--- src/sv/bus_telegram_checker_defines.svh ---
// ----------------------------------------------------------------------------
// bus_telegram_checker_defines
// Assertion helpers shared by the telegram checker modules.
// ----------------------------------------------------------------------------
`ifndef BUS_TELEGRAM_CHECKER_DEFINES_SVH
`define BUS_TELEGRAM_CHECKER_DEFINES_SVH

// Same-cycle implication, checked on every rising clock edge outside reset.
`define BTC_ASSERT_SAME(label, clk, rst, ante, cons) \
   label: assert property (@(posedge clk) disable iff (rst) (ante) |-> (cons)) \
      else $error("same-cycle check failed");

// Next-cycle implication, checked on every rising clock edge outside reset.
`define BTC_ASSERT_NEXT(label, clk, rst, ante, cons) \
   label: assert property (@(posedge clk) disable iff (rst) (ante) |=> (cons)) \
      else $error("next-cycle check failed");

`endif

--- src/sv/btc_pkg.sv ---
// ----------------------------------------------------------------------------
// btc_pkg
// Types, status codes and byte-level helper functions of the telegram checker.
// ----------------------------------------------------------------------------
`timescale 1ns / 1ps

package btc_pkg;

   typedef struct packed {
      logic [7:0] wire_byte;
      logic       last_byte;
   } req_type;

   typedef struct packed {
      logic [1:0] kind_of_telegram;
      logic [3:0] master_result;
      logic [3:0] slave_result;
      logic       telegram_ok;
      logic [7:0] source_out;
      logic [7:0] target_out;
      logic [7:0] primary_out;
      logic [7:0] secondary_out;
      logic [4:0] master_count_out;
      logic [4:0] slave_count_out;
      logic [7:0] master_ack_out;
      logic [7:0] slave_ack_out;
   } rsp_type;

   typedef enum logic [5:0] {
      PH_MHDR  = 6'b000001,
      PH_MDATA = 6'b000010,
      PH_MACK  = 6'b000100,
      PH_SNN   = 6'b001000,
      PH_SDATA = 6'b010000,
      PH_SACK  = 6'b100000
   } phase_type;

   localparam logic [3:0] RES_EMPTY       = 4'd0;
   localparam logic [3:0] RES_OK          = 4'd1;
   localparam logic [3:0] RES_TOO_SHORT   = 4'd2;
   localparam logic [3:0] RES_BAD_SOURCE  = 4'd3;
   localparam logic [3:0] RES_BAD_TARGET  = 4'd4;
   localparam logic [3:0] RES_BAD_LENGTH  = 4'd5;
   localparam logic [3:0] RES_CRC         = 4'd6;
   localparam logic [3:0] RES_ACK_MISSING = 4'd7;
   localparam logic [3:0] RES_ACK_INVALID = 4'd8;
   localparam logic [3:0] RES_NAK_TWICE   = 4'd9;

   localparam logic [1:0] KIND_UNDEFINED     = 2'd0;
   localparam logic [1:0] KIND_BROADCAST     = 2'd1;
   localparam logic [1:0] KIND_MASTER_MASTER = 2'd2;
   localparam logic [1:0] KIND_MASTER_SLAVE  = 2'd3;

   localparam logic [7:0] SYM_ESCAPE    = 8'hA9;
   localparam logic [7:0] SYM_SYN       = 8'hAA;
   localparam logic [7:0] SYM_ESC_SYN   = 8'h01;
   localparam logic [7:0] SYM_ESC_ESC   = 8'h00;
   localparam logic [7:0] SYM_ACK       = 8'h00;
   localparam logic [7:0] SYM_NAK       = 8'hFF;
   localparam logic [7:0] SYM_BROADCAST = 8'hFE;
   localparam logic [7:0] CRC_POLY      = 8'h9B;

   // One CRC-8 step: shift the register through eight bits, then add the byte.
   function automatic logic [7:0] crc_feed(input logic [7:0] c, input logic [7:0] b);
      logic [7:0] r;
      r = c;
      for (int i = 0; i < 8; i++) begin
         r = r[7] ? ({r[6:0], 1'b0} ^ CRC_POLY) : {r[6:0], 1'b0};
      end
      return r ^ b;
   endfunction

   // The CRC runs over the escaped form, so the two special symbols count twice.
   function automatic logic [7:0] crc_add(input logic [7:0] c, input logic [7:0] b);
      logic [7:0] r;
      if (b == SYM_ESCAPE) begin
         r = crc_feed(crc_feed(c, SYM_ESCAPE), SYM_ESC_ESC);
      end else if (b == SYM_SYN) begin
         r = crc_feed(crc_feed(c, SYM_ESCAPE), SYM_ESC_SYN);
      end else begin
         r = crc_feed(c, b);
      end
      return r;
   endfunction

   function automatic logic nib_master(input logic [3:0] n);
      return (n == 4'h0) || (n == 4'h1) || (n == 4'h3) || (n == 4'h7) || (n == 4'hF);
   endfunction

   function automatic logic is_master_addr(input logic [7:0] b);
      return nib_master(b[3:0]) && nib_master(b[7:4]);
   endfunction

   function automatic logic [1:0] kind_of(input logic [7:0] t);
      logic [1:0] k;
      if (t == SYM_BROADCAST) begin
         k = KIND_BROADCAST;
      end else if (is_master_addr(t)) begin
         k = KIND_MASTER_MASTER;
      end else begin
         k = KIND_MASTER_SLAVE;
      end
      return k;
   endfunction

   // A part's fields are reported only when the part got through its header.
   function automatic logic holds_part(input logic [3:0] code);
      return (code == RES_OK) || (code >= RES_CRC);
   endfunction

endpackage

--- src/sv/btc_parser.sv ---
// ----------------------------------------------------------------------------
// btc_parser
// Byte-wise telegram parser: un-escaping, header, CRC and ACK checks.
// ----------------------------------------------------------------------------
`timescale 1ns / 1ps
`include "bus_telegram_checker_defines.svh"

module btc_parser #(
   parameter int MAX_DATA_BYTES = 16
) (
   input  logic             clock,
   input  logic             reset,
   input  logic             step,
   input  btc_pkg::req_type byte_in,
   output logic             result_valid,
   output btc_pkg::rsp_type result
);

   btc_pkg::phase_type phase_ff, phase_in;
   logic [4:0] pos_ff, pos_in;
   logic       esc_ff, esc_in;
   logic [7:0] crc_ff, crc_in;
   logic [4:0] mcount_ff, mcount_in;
   logic [4:0] scount_ff, scount_in;
   logic [3:0] mstat_ff, mstat_in;
   logic [3:0] sstat_ff, sstat_in;
   logic [1:0] type_ff, type_in;
   logic [7:0] hdr_ff [4];
   logic [7:0] hdr_in [4];
   logic [7:0] ack_ff [2];
   logic [7:0] ack_in [2];
   logic [1:0] retry_ff, retry_in;
   logic       fin_ff, fin_in;

   logic       take;
   logic [7:0] b;
   logic [3:0] ms, ss;
   logic       mv, sv;

   always_comb begin
      phase_in  = phase_ff;
      pos_in    = pos_ff;
      esc_in    = esc_ff;
      crc_in    = crc_ff;
      mcount_in = mcount_ff;
      scount_in = scount_ff;
      mstat_in  = mstat_ff;
      sstat_in  = sstat_ff;
      type_in   = type_ff;
      hdr_in    = hdr_ff;
      ack_in    = ack_ff;
      retry_in  = retry_ff;
      fin_in    = fin_ff;
      take      = 1'b0;
      b         = byte_in.wire_byte;

      if (esc_ff) begin
         esc_in = 1'b0;
         take   = !fin_ff;
         b      = (byte_in.wire_byte == btc_pkg::SYM_ESC_SYN) ?
                  btc_pkg::SYM_SYN : btc_pkg::SYM_ESCAPE;
      end else if (byte_in.wire_byte == btc_pkg::SYM_ESCAPE) begin
         esc_in = 1'b1;
      end else begin
         take = !fin_ff;
      end

      if (take) begin
         case (phase_ff)
            btc_pkg::PH_MHDR: begin
               if (pos_ff < 5'd4) begin
                  hdr_in[pos_ff[1:0]] = b;
               end
               crc_in = btc_pkg::crc_add(crc_ff, b);
               pos_in = pos_ff + 5'd1;
               if (pos_ff == 5'd4) begin
                  if (!btc_pkg::is_master_addr(hdr_in[0])) begin
                     mstat_in = btc_pkg::RES_BAD_SOURCE;
                     fin_in   = 1'b1;
                  end else if (hdr_in[1] == btc_pkg::SYM_ESCAPE ||
                               hdr_in[1] == btc_pkg::SYM_SYN) begin
                     mstat_in = btc_pkg::RES_BAD_TARGET;
                     fin_in   = 1'b1;
                  end else if (b > 8'(MAX_DATA_BYTES)) begin
                     mstat_in = btc_pkg::RES_BAD_LENGTH;
                     fin_in   = 1'b1;
                  end else begin
                     mcount_in = b[4:0];
                     pos_in    = 5'd0;
                     phase_in  = btc_pkg::PH_MDATA;
                  end
               end
            end
            btc_pkg::PH_MDATA: begin
               if (pos_ff < mcount_ff) begin
                  crc_in = btc_pkg::crc_add(crc_ff, b);
                  pos_in = pos_ff + 5'd1;
               end else begin
                  type_in = btc_pkg::kind_of(hdr_ff[1]);
                  if (b != crc_ff) begin
                     mstat_in = btc_pkg::RES_CRC;
                     fin_in   = 1'b1;
                  end else if (type_in == btc_pkg::KIND_BROADCAST) begin
                     mstat_in = retry_ff[0] ? btc_pkg::RES_NAK_TWICE : btc_pkg::RES_OK;
                     fin_in   = 1'b1;
                  end else begin
                     phase_in = btc_pkg::PH_MACK;
                  end
               end
            end
            btc_pkg::PH_MACK: begin
               ack_in[0] = b;
               if (b != btc_pkg::SYM_ACK && b != btc_pkg::SYM_NAK) begin
                  mstat_in = btc_pkg::RES_ACK_INVALID;
                  fin_in   = 1'b1;
               end else if (b == btc_pkg::SYM_NAK) begin
                  if (retry_ff[0]) begin
                     mstat_in = btc_pkg::RES_NAK_TWICE;
                     fin_in   = 1'b1;
                  end else begin
                     retry_in[0] = 1'b1;
                     phase_in    = btc_pkg::PH_MHDR;
                     pos_in      = 5'd0;
                     crc_in      = 8'd0;
                  end
               end else begin
                  mstat_in = btc_pkg::RES_OK;
                  if (type_ff == btc_pkg::KIND_MASTER_SLAVE) begin
                     phase_in = btc_pkg::PH_SNN;
                     crc_in   = 8'd0;
                  end else begin
                     fin_in = 1'b1;
                  end
               end
            end
            btc_pkg::PH_SNN: begin
               crc_in = btc_pkg::crc_add(crc_ff, b);
               if (b > 8'(MAX_DATA_BYTES)) begin
                  sstat_in = btc_pkg::RES_BAD_LENGTH;
                  fin_in   = 1'b1;
               end else begin
                  scount_in = b[4:0];
                  pos_in    = 5'd0;
                  phase_in  = btc_pkg::PH_SDATA;
               end
            end
            btc_pkg::PH_SDATA: begin
               if (pos_ff < scount_ff) begin
                  crc_in = btc_pkg::crc_add(crc_ff, b);
                  pos_in = pos_ff + 5'd1;
               end else if (b != crc_ff) begin
                  sstat_in = btc_pkg::RES_CRC;
                  fin_in   = 1'b1;
               end else begin
                  phase_in = btc_pkg::PH_SACK;
               end
            end
            btc_pkg::PH_SACK: begin
               ack_in[1] = b;
               if (b != btc_pkg::SYM_ACK && b != btc_pkg::SYM_NAK) begin
                  sstat_in = btc_pkg::RES_ACK_INVALID;
                  fin_in   = 1'b1;
               end else if (b == btc_pkg::SYM_NAK) begin
                  if (retry_ff[1]) begin
                     sstat_in = btc_pkg::RES_NAK_TWICE;
                     fin_in   = 1'b1;
                  end else begin
                     retry_in[1] = 1'b1;
                     phase_in    = btc_pkg::PH_SNN;
                     crc_in      = 8'd0;
                  end
               end else begin
                  sstat_in = btc_pkg::RES_OK;
                  fin_in   = 1'b1;
               end
            end
            default: begin
               phase_in = btc_pkg::PH_MHDR;
            end
         endcase
      end
   end

   // An unfinished telegram is judged by the phase it stopped in.
   always_comb begin
      ms = mstat_in;
      ss = sstat_in;
      if (!fin_in) begin
         if (phase_in == btc_pkg::PH_MHDR || phase_in == btc_pkg::PH_MDATA) begin
            ms = btc_pkg::RES_TOO_SHORT;
         end else if (phase_in == btc_pkg::PH_MACK) begin
            ms = btc_pkg::RES_ACK_MISSING;
         end else if (phase_in == btc_pkg::PH_SNN || phase_in == btc_pkg::PH_SDATA) begin
            ss = btc_pkg::RES_TOO_SHORT;
         end else begin
            ss = btc_pkg::RES_ACK_MISSING;
         end
      end
      mv = btc_pkg::holds_part(ms);
      sv = btc_pkg::holds_part(ss);

      result.kind_of_telegram = type_in;
      result.master_result    = ms;
      result.slave_result     = ss;
      result.telegram_ok      = (type_in == btc_pkg::KIND_MASTER_SLAVE) ?
                                (ms == btc_pkg::RES_OK && ss == btc_pkg::RES_OK) :
                                (ms == btc_pkg::RES_OK);
      result.source_out       = mv ? hdr_in[0] : 8'd0;
      result.target_out       = mv ? hdr_in[1] : 8'd0;
      result.primary_out      = mv ? hdr_in[2] : 8'd0;
      result.secondary_out    = mv ? hdr_in[3] : 8'd0;
      result.master_count_out = mv ? mcount_in : 5'd0;
      result.slave_count_out  = sv ? scount_in : 5'd0;
      result.master_ack_out   = ack_in[0];
      result.slave_ack_out    = ack_in[1];
   end

   assign result_valid = step && byte_in.last_byte;

   // The last byte of a telegram returns the parser to its reset state.
   always_ff @(posedge clock) begin
      if (reset || result_valid) begin
         phase_ff  <= btc_pkg::PH_MHDR;
         pos_ff    <= 5'd0;
         esc_ff    <= 1'b0;
         crc_ff    <= 8'd0;
         mcount_ff <= 5'd0;
         scount_ff <= 5'd0;
         mstat_ff  <= btc_pkg::RES_EMPTY;
         sstat_ff  <= btc_pkg::RES_EMPTY;
         type_ff   <= btc_pkg::KIND_UNDEFINED;
         hdr_ff    <= '{default: 8'd0};
         ack_ff    <= '{default: 8'd0};
         retry_ff  <= 2'b00;
         fin_ff    <= 1'b0;
      end else if (step) begin
         phase_ff  <= phase_in;
         pos_ff    <= pos_in;
         esc_ff    <= esc_in;
         crc_ff    <= crc_in;
         mcount_ff <= mcount_in;
         scount_ff <= scount_in;
         mstat_ff  <= mstat_in;
         sstat_ff  <= sstat_in;
         type_ff   <= type_in;
         hdr_ff    <= hdr_in;
         ack_ff    <= ack_in;
         retry_ff  <= retry_in;
         fin_ff    <= fin_in;
      end
   end

   `BTC_ASSERT_NEXT(a_end_clears, clock, reset, result_valid,
                    phase_ff == btc_pkg::PH_MHDR && !fin_ff && !esc_ff)
   `BTC_ASSERT_NEXT(a_latched_error, clock, reset, fin_ff && step && !byte_in.last_byte,
                    $stable(mstat_ff) && $stable(sstat_ff) && fin_ff)
   `BTC_ASSERT_SAME(a_count_limit, clock, reset, 1'b1,
                    mcount_ff <= 5'(MAX_DATA_BYTES) && scount_ff <= 5'(MAX_DATA_BYTES))

endmodule

--- config.mk ---
export PLATFORM = sky130hd
export DESIGN_NAME = btc_parser
export DESIGN_NICKNAME = d
export VERILOG_FILES = /design/src/sv/btc_pkg.sv /design/src/sv/btc_parser.sv
export VERILOG_INCLUDE_DIRS = /design/src /design/src/sv
export SDC_FILE = /design/constraint.sdc
export NUM_CORES = 1
export LEC_CHECK = 0
export ABC_AREA = 1
export BUFFER_PORTS_ARGS = -buffer_cell sky130_fd_sc_hd__buf_2
export CORE_MARGIN = 4
export CORE_UTILIZATION = 50
export CTS_BUF_LIST = sky130_fd_sc_hd__clkbuf_4
export DETAILED_ROUTE_END_ITERATION = 10
export PLACE_DENSITY = 0.7
export SLEW_MARGIN = 40
export SYNTH_ARGS = -nofsm -noshare
export SYNTH_HDL_FRONTEND = slang
export SYNTH_SLANG_ARGS = --single-unit
--- constraint.sdc ---
create_clock -name clock -period 8 [get_ports clock]
set_input_delay 1.2 -clock clock [delete_from_list [all_inputs] [get_ports clock]]
set_output_delay 1.2 -clock clock [all_outputs]
set_load 0.005 [all_outputs]
==> results by group <==
Detailed routing
  • Post-Route WL: 20200 um
  • Detail Route Antenna Nets: 0
  • Vias: 7461
  • Starting DRT DRC Count: 548
  • WL/cell: 14.4 um
  • DRC violations left: 0
  • Drt pass-1 iters: 5
  • Routed vias/inst: 5.32

Pwr
  • Pwr per Cell Area: 177 nW/um^2
  • Pleak: 0.00393 uW
  • Worst vdd ir: 105 uV

Finish
  • Fillers: 1436
  • Post-route cell area: 7530 sq um
  • Area of the multi-input gates: 4100 sq um
  • Area grow syn2layout: 9.25%
  • Ratio of cells with drive above 1 in the final layout: 12.2%
  • FF+latch area: 1820 sq um
  • Finished Core Util: 56.4%
  • Layout Nets: 1244

Worst setup path
  • Critical Path AT: 4700 ps
  • CP bufs+invs: 4
  • CP Max Fanout: 8
  • CP Class: input port to output pin
  • Worst path top cell family by delay: simple AND/OR/NAND/NOR gates
  • FF-to-FF path depth: 14
  • WP data required: 6800 ps
  • CP Launch Type: input port
  • Worst stage delay on the critical path: 450 ps
  • Crit path capture type: output pin
  • Crit. path cell count: 24
  • Critical Path Most Common Cell: nand2_1
  • Slowest library cell on the worst path: nor2_1
  • Worst path cell trace: buf_2 > nor2_2 > inv_2 > nor3_1 > nand2_1 > nand2_1 > inv_2 > nand2_1 > nand3_1 > nor2_1 > nand3_1 > nand2_1 > nand2_1 > nand2_2 > nand3_2 > nor2_2 > nor2_1 > nand2_1 > nand2_1 > nand3_1 > nand2_1 > nor2_1 > nor2_1 > buf_2

Clock tree
  • CTS resizes: 0
  • CTS tree: built
  • Clk pin slew, worst setup/hold paths: 150 ps
  • Root buffer cell: clkbuf_4
  • CTS Buffer Depth: 2
  • Sink Count: 91
  • H-tree levels: 3
  • Setup bufs post-CTS: 0
  • Cts-stage hold buffer count: 0
  • Num CTS Buffers: 9
  • Clk_lat worst skew: 500 ps

Placement
  • DPL Wire Length: 14900 um
  • Cell area after placement: 7410 sq um
  • Dpl ws: 2190 ps
  • GP Congestion: 0.959
  • Port Buf Inserts: 81

Logic synthesis
  • Cell with the most instances after synthesis: nand2_1
  • Commonest cells post-synth: nand2_1 (301), inv_1 (202), o21ai_0 (123)
  • Post-Syn Instances: 1165
  • Largest area contributor in the netlist: dfxtp_1
  • Number of synthesized register bits: 91
  • YS warnings: 0
  • Post-Syn Area: 6900 sq um
  • Syn_area_per_cell: 5.92 sq um
  • Syn nets: 1189
  • Distinct cells, synth: 48
  • Fraction of registers with async set/reset: 0%
  • Commonest register cell after synthesis: dfxtp_1
  • Number of enable flip-flop cells after synthesis: 0
  • Synth top area share: 26.4%
  • Largest cells by area after synthesis: dfxtp_1 (26%), nand2_1 (16%), inv_1 (11%)
  • Register area share after synthesis: 26.4%

Timing
  • Setup TNS: 0 ps
  • Worst-Margin Slew: 821 ps
  • Clock Skew: 29.0 ps
  • Hold_ws: 499 ps
  • Part of the cycle the worst path needs: 73.8%
  • Slew headroom: 45.1%
  • Hold Vio Cnt, Final: 0
  • FMAX: 169 MHz
  • Count of final max-slew check failures: 0
  • RSZ-0062 raised after global routing: false
  • Final-report setup violation count: 0
  • Min Tclk post-route: 5900 ps
  • Final WS setup: 2100 ps

GRT
  • Gr usage total: 25.5%
  • Antenna violations before repair: 0
  • Total grt overflow: 0
  • Number of global-route vias before repair: 6652
  • First-pass GRT wire length: 33300 um
  • Maximum number of pins on one net before global-route repair: 73

Floorplanning
  • Die Height: 125 um
  • I/O Pins: 82
  • Die ar.: 15700 sq um
  • Area of the core: 13300 sq um
  • Starting Density: 51.7%
  • Num rows: 42
  • Die Wd: 125 um

Outcome
  • Status: finished clean

Hold path
  • HP Class: flop to flop
  • Hold depth: 2

Job
  • Maxcap violations: 0
==> worst reg2reg max path, delay by kind of cell (launching register included) <==
kind / cells / cell delay [ps]
AO/OA/AOI/OAI: 1 / 150
buffers and inverters: 3 / 390
AND/OR/NAND/NOR: 10 / 2520
flip-flops: 1 / 410
==> where the power goes <==
part,switching [uW],internal (uW)
registers,34.2,486
logic,365,209
clock network,169,72.0
total,568,767
==> flip-flops by register name, indices dropped and copies added, names as in the netlist <==
signal     cells
mcount_ff      5
ack_ff        16
fin_ff         1
type_ff        2
retry_ff       2
sstat_ff       4
phase_ff       6
pos_ff         5
mstat_ff       4
esc_ff         1
scount_ff      5
crc_ff         8
hdr_ff        32
==> area by class of cell <==
class                           count  area share (%)
Clock inverter                      5           0.498
Inverter                          215            10.7
Timing Repair Buffer               88            6.11
Clock buffer                       11            1.10
Antenna cell                        1          0.0332
Tap cell                          176            2.92
Sequential cell                    91            24.2
Multi-Input combinational cell    815            54.4
==> kinds of logic after synthesis <==
kind of cell / synth area share, %
AND/OR/NAND/NOR: 31.5
AO/OA/AOI/OAI: 21.1
multiplexers: 0.436
adder cells (fa/ha/maj): 2.18
buffers and inverters: 14.5
XOR/XNOR: 3.94
flip-flops: 26.4
==> per-layer routing <==
metal | GRT usage (%) | up-vias | wire (um)
li1 | - | 3820 | -
met1 | 34.8 | 3374 | 9350
met2 | 40.7 | 232 | 8990
met3 | 4.18 | 35 | 1300
met4 | 9.25 | 0 | 512
met5 | 0 | - | 0
==> stage by stage <==
| stage | instances | total power (uW) |
|---|---|---|
| floorplan | 1165 | 970 |
| global placement | 1385 | 1090 |
| detailed placement | 1385 | 1100 |
| CTS | 1401 | 1340 |
| global route | 1401 | 1440 |
| finish | 1402 | 1340 |
==> final timing paths <==
kind | end | slack [ps] | start
setup / recovery | result[20] | 2100 | byte_in[6]
hold / removal | hdr_ff[13] | 500 | hdr_ff[13]
setup reg to reg | crc_ff[3] | 4460 | esc_ff
hold reg to reg | hdr_ff[13] | 500 | hdr_ff[13]
==> layout by cell type (no fill, tap or decap), types with 3 or more instances in the layout <==
cell / synthesis / final
o211ai_1: 40 / 40
inv_2: 12 / 12
buf_2: 4 / 80
a21oi_1: 59 / 59
mux2i_1: 3 / 3
nor3_2: 1 / 3
nand4_1: 12 / 12
nor4_1: 4 / 4
o21ai_1: 8 / 8
o21ai_0: 123 / 123
nand3_2: 4 / 4
dfxtp_1: 91 / 91
nand2_2: 7 / 7
nand3_1: 40 / 40
xor2_1: 24 / 24
inv_1: 202 / 202
nor2_1: 115 / 110
nor3_1: 15 / 13
xnor2_1: 7 / 7
clkbuf_4: 0 / 11
a22oi_1: 4 / 4
o311ai_0: 5 / 5
o2111ai_1: 3 / 3
nor2_2: 7 / 11
ha_1: 12 / 12
buf_4: 0 / 8
nand2_1: 301 / 301
Power figures use the tool's default switching activity.
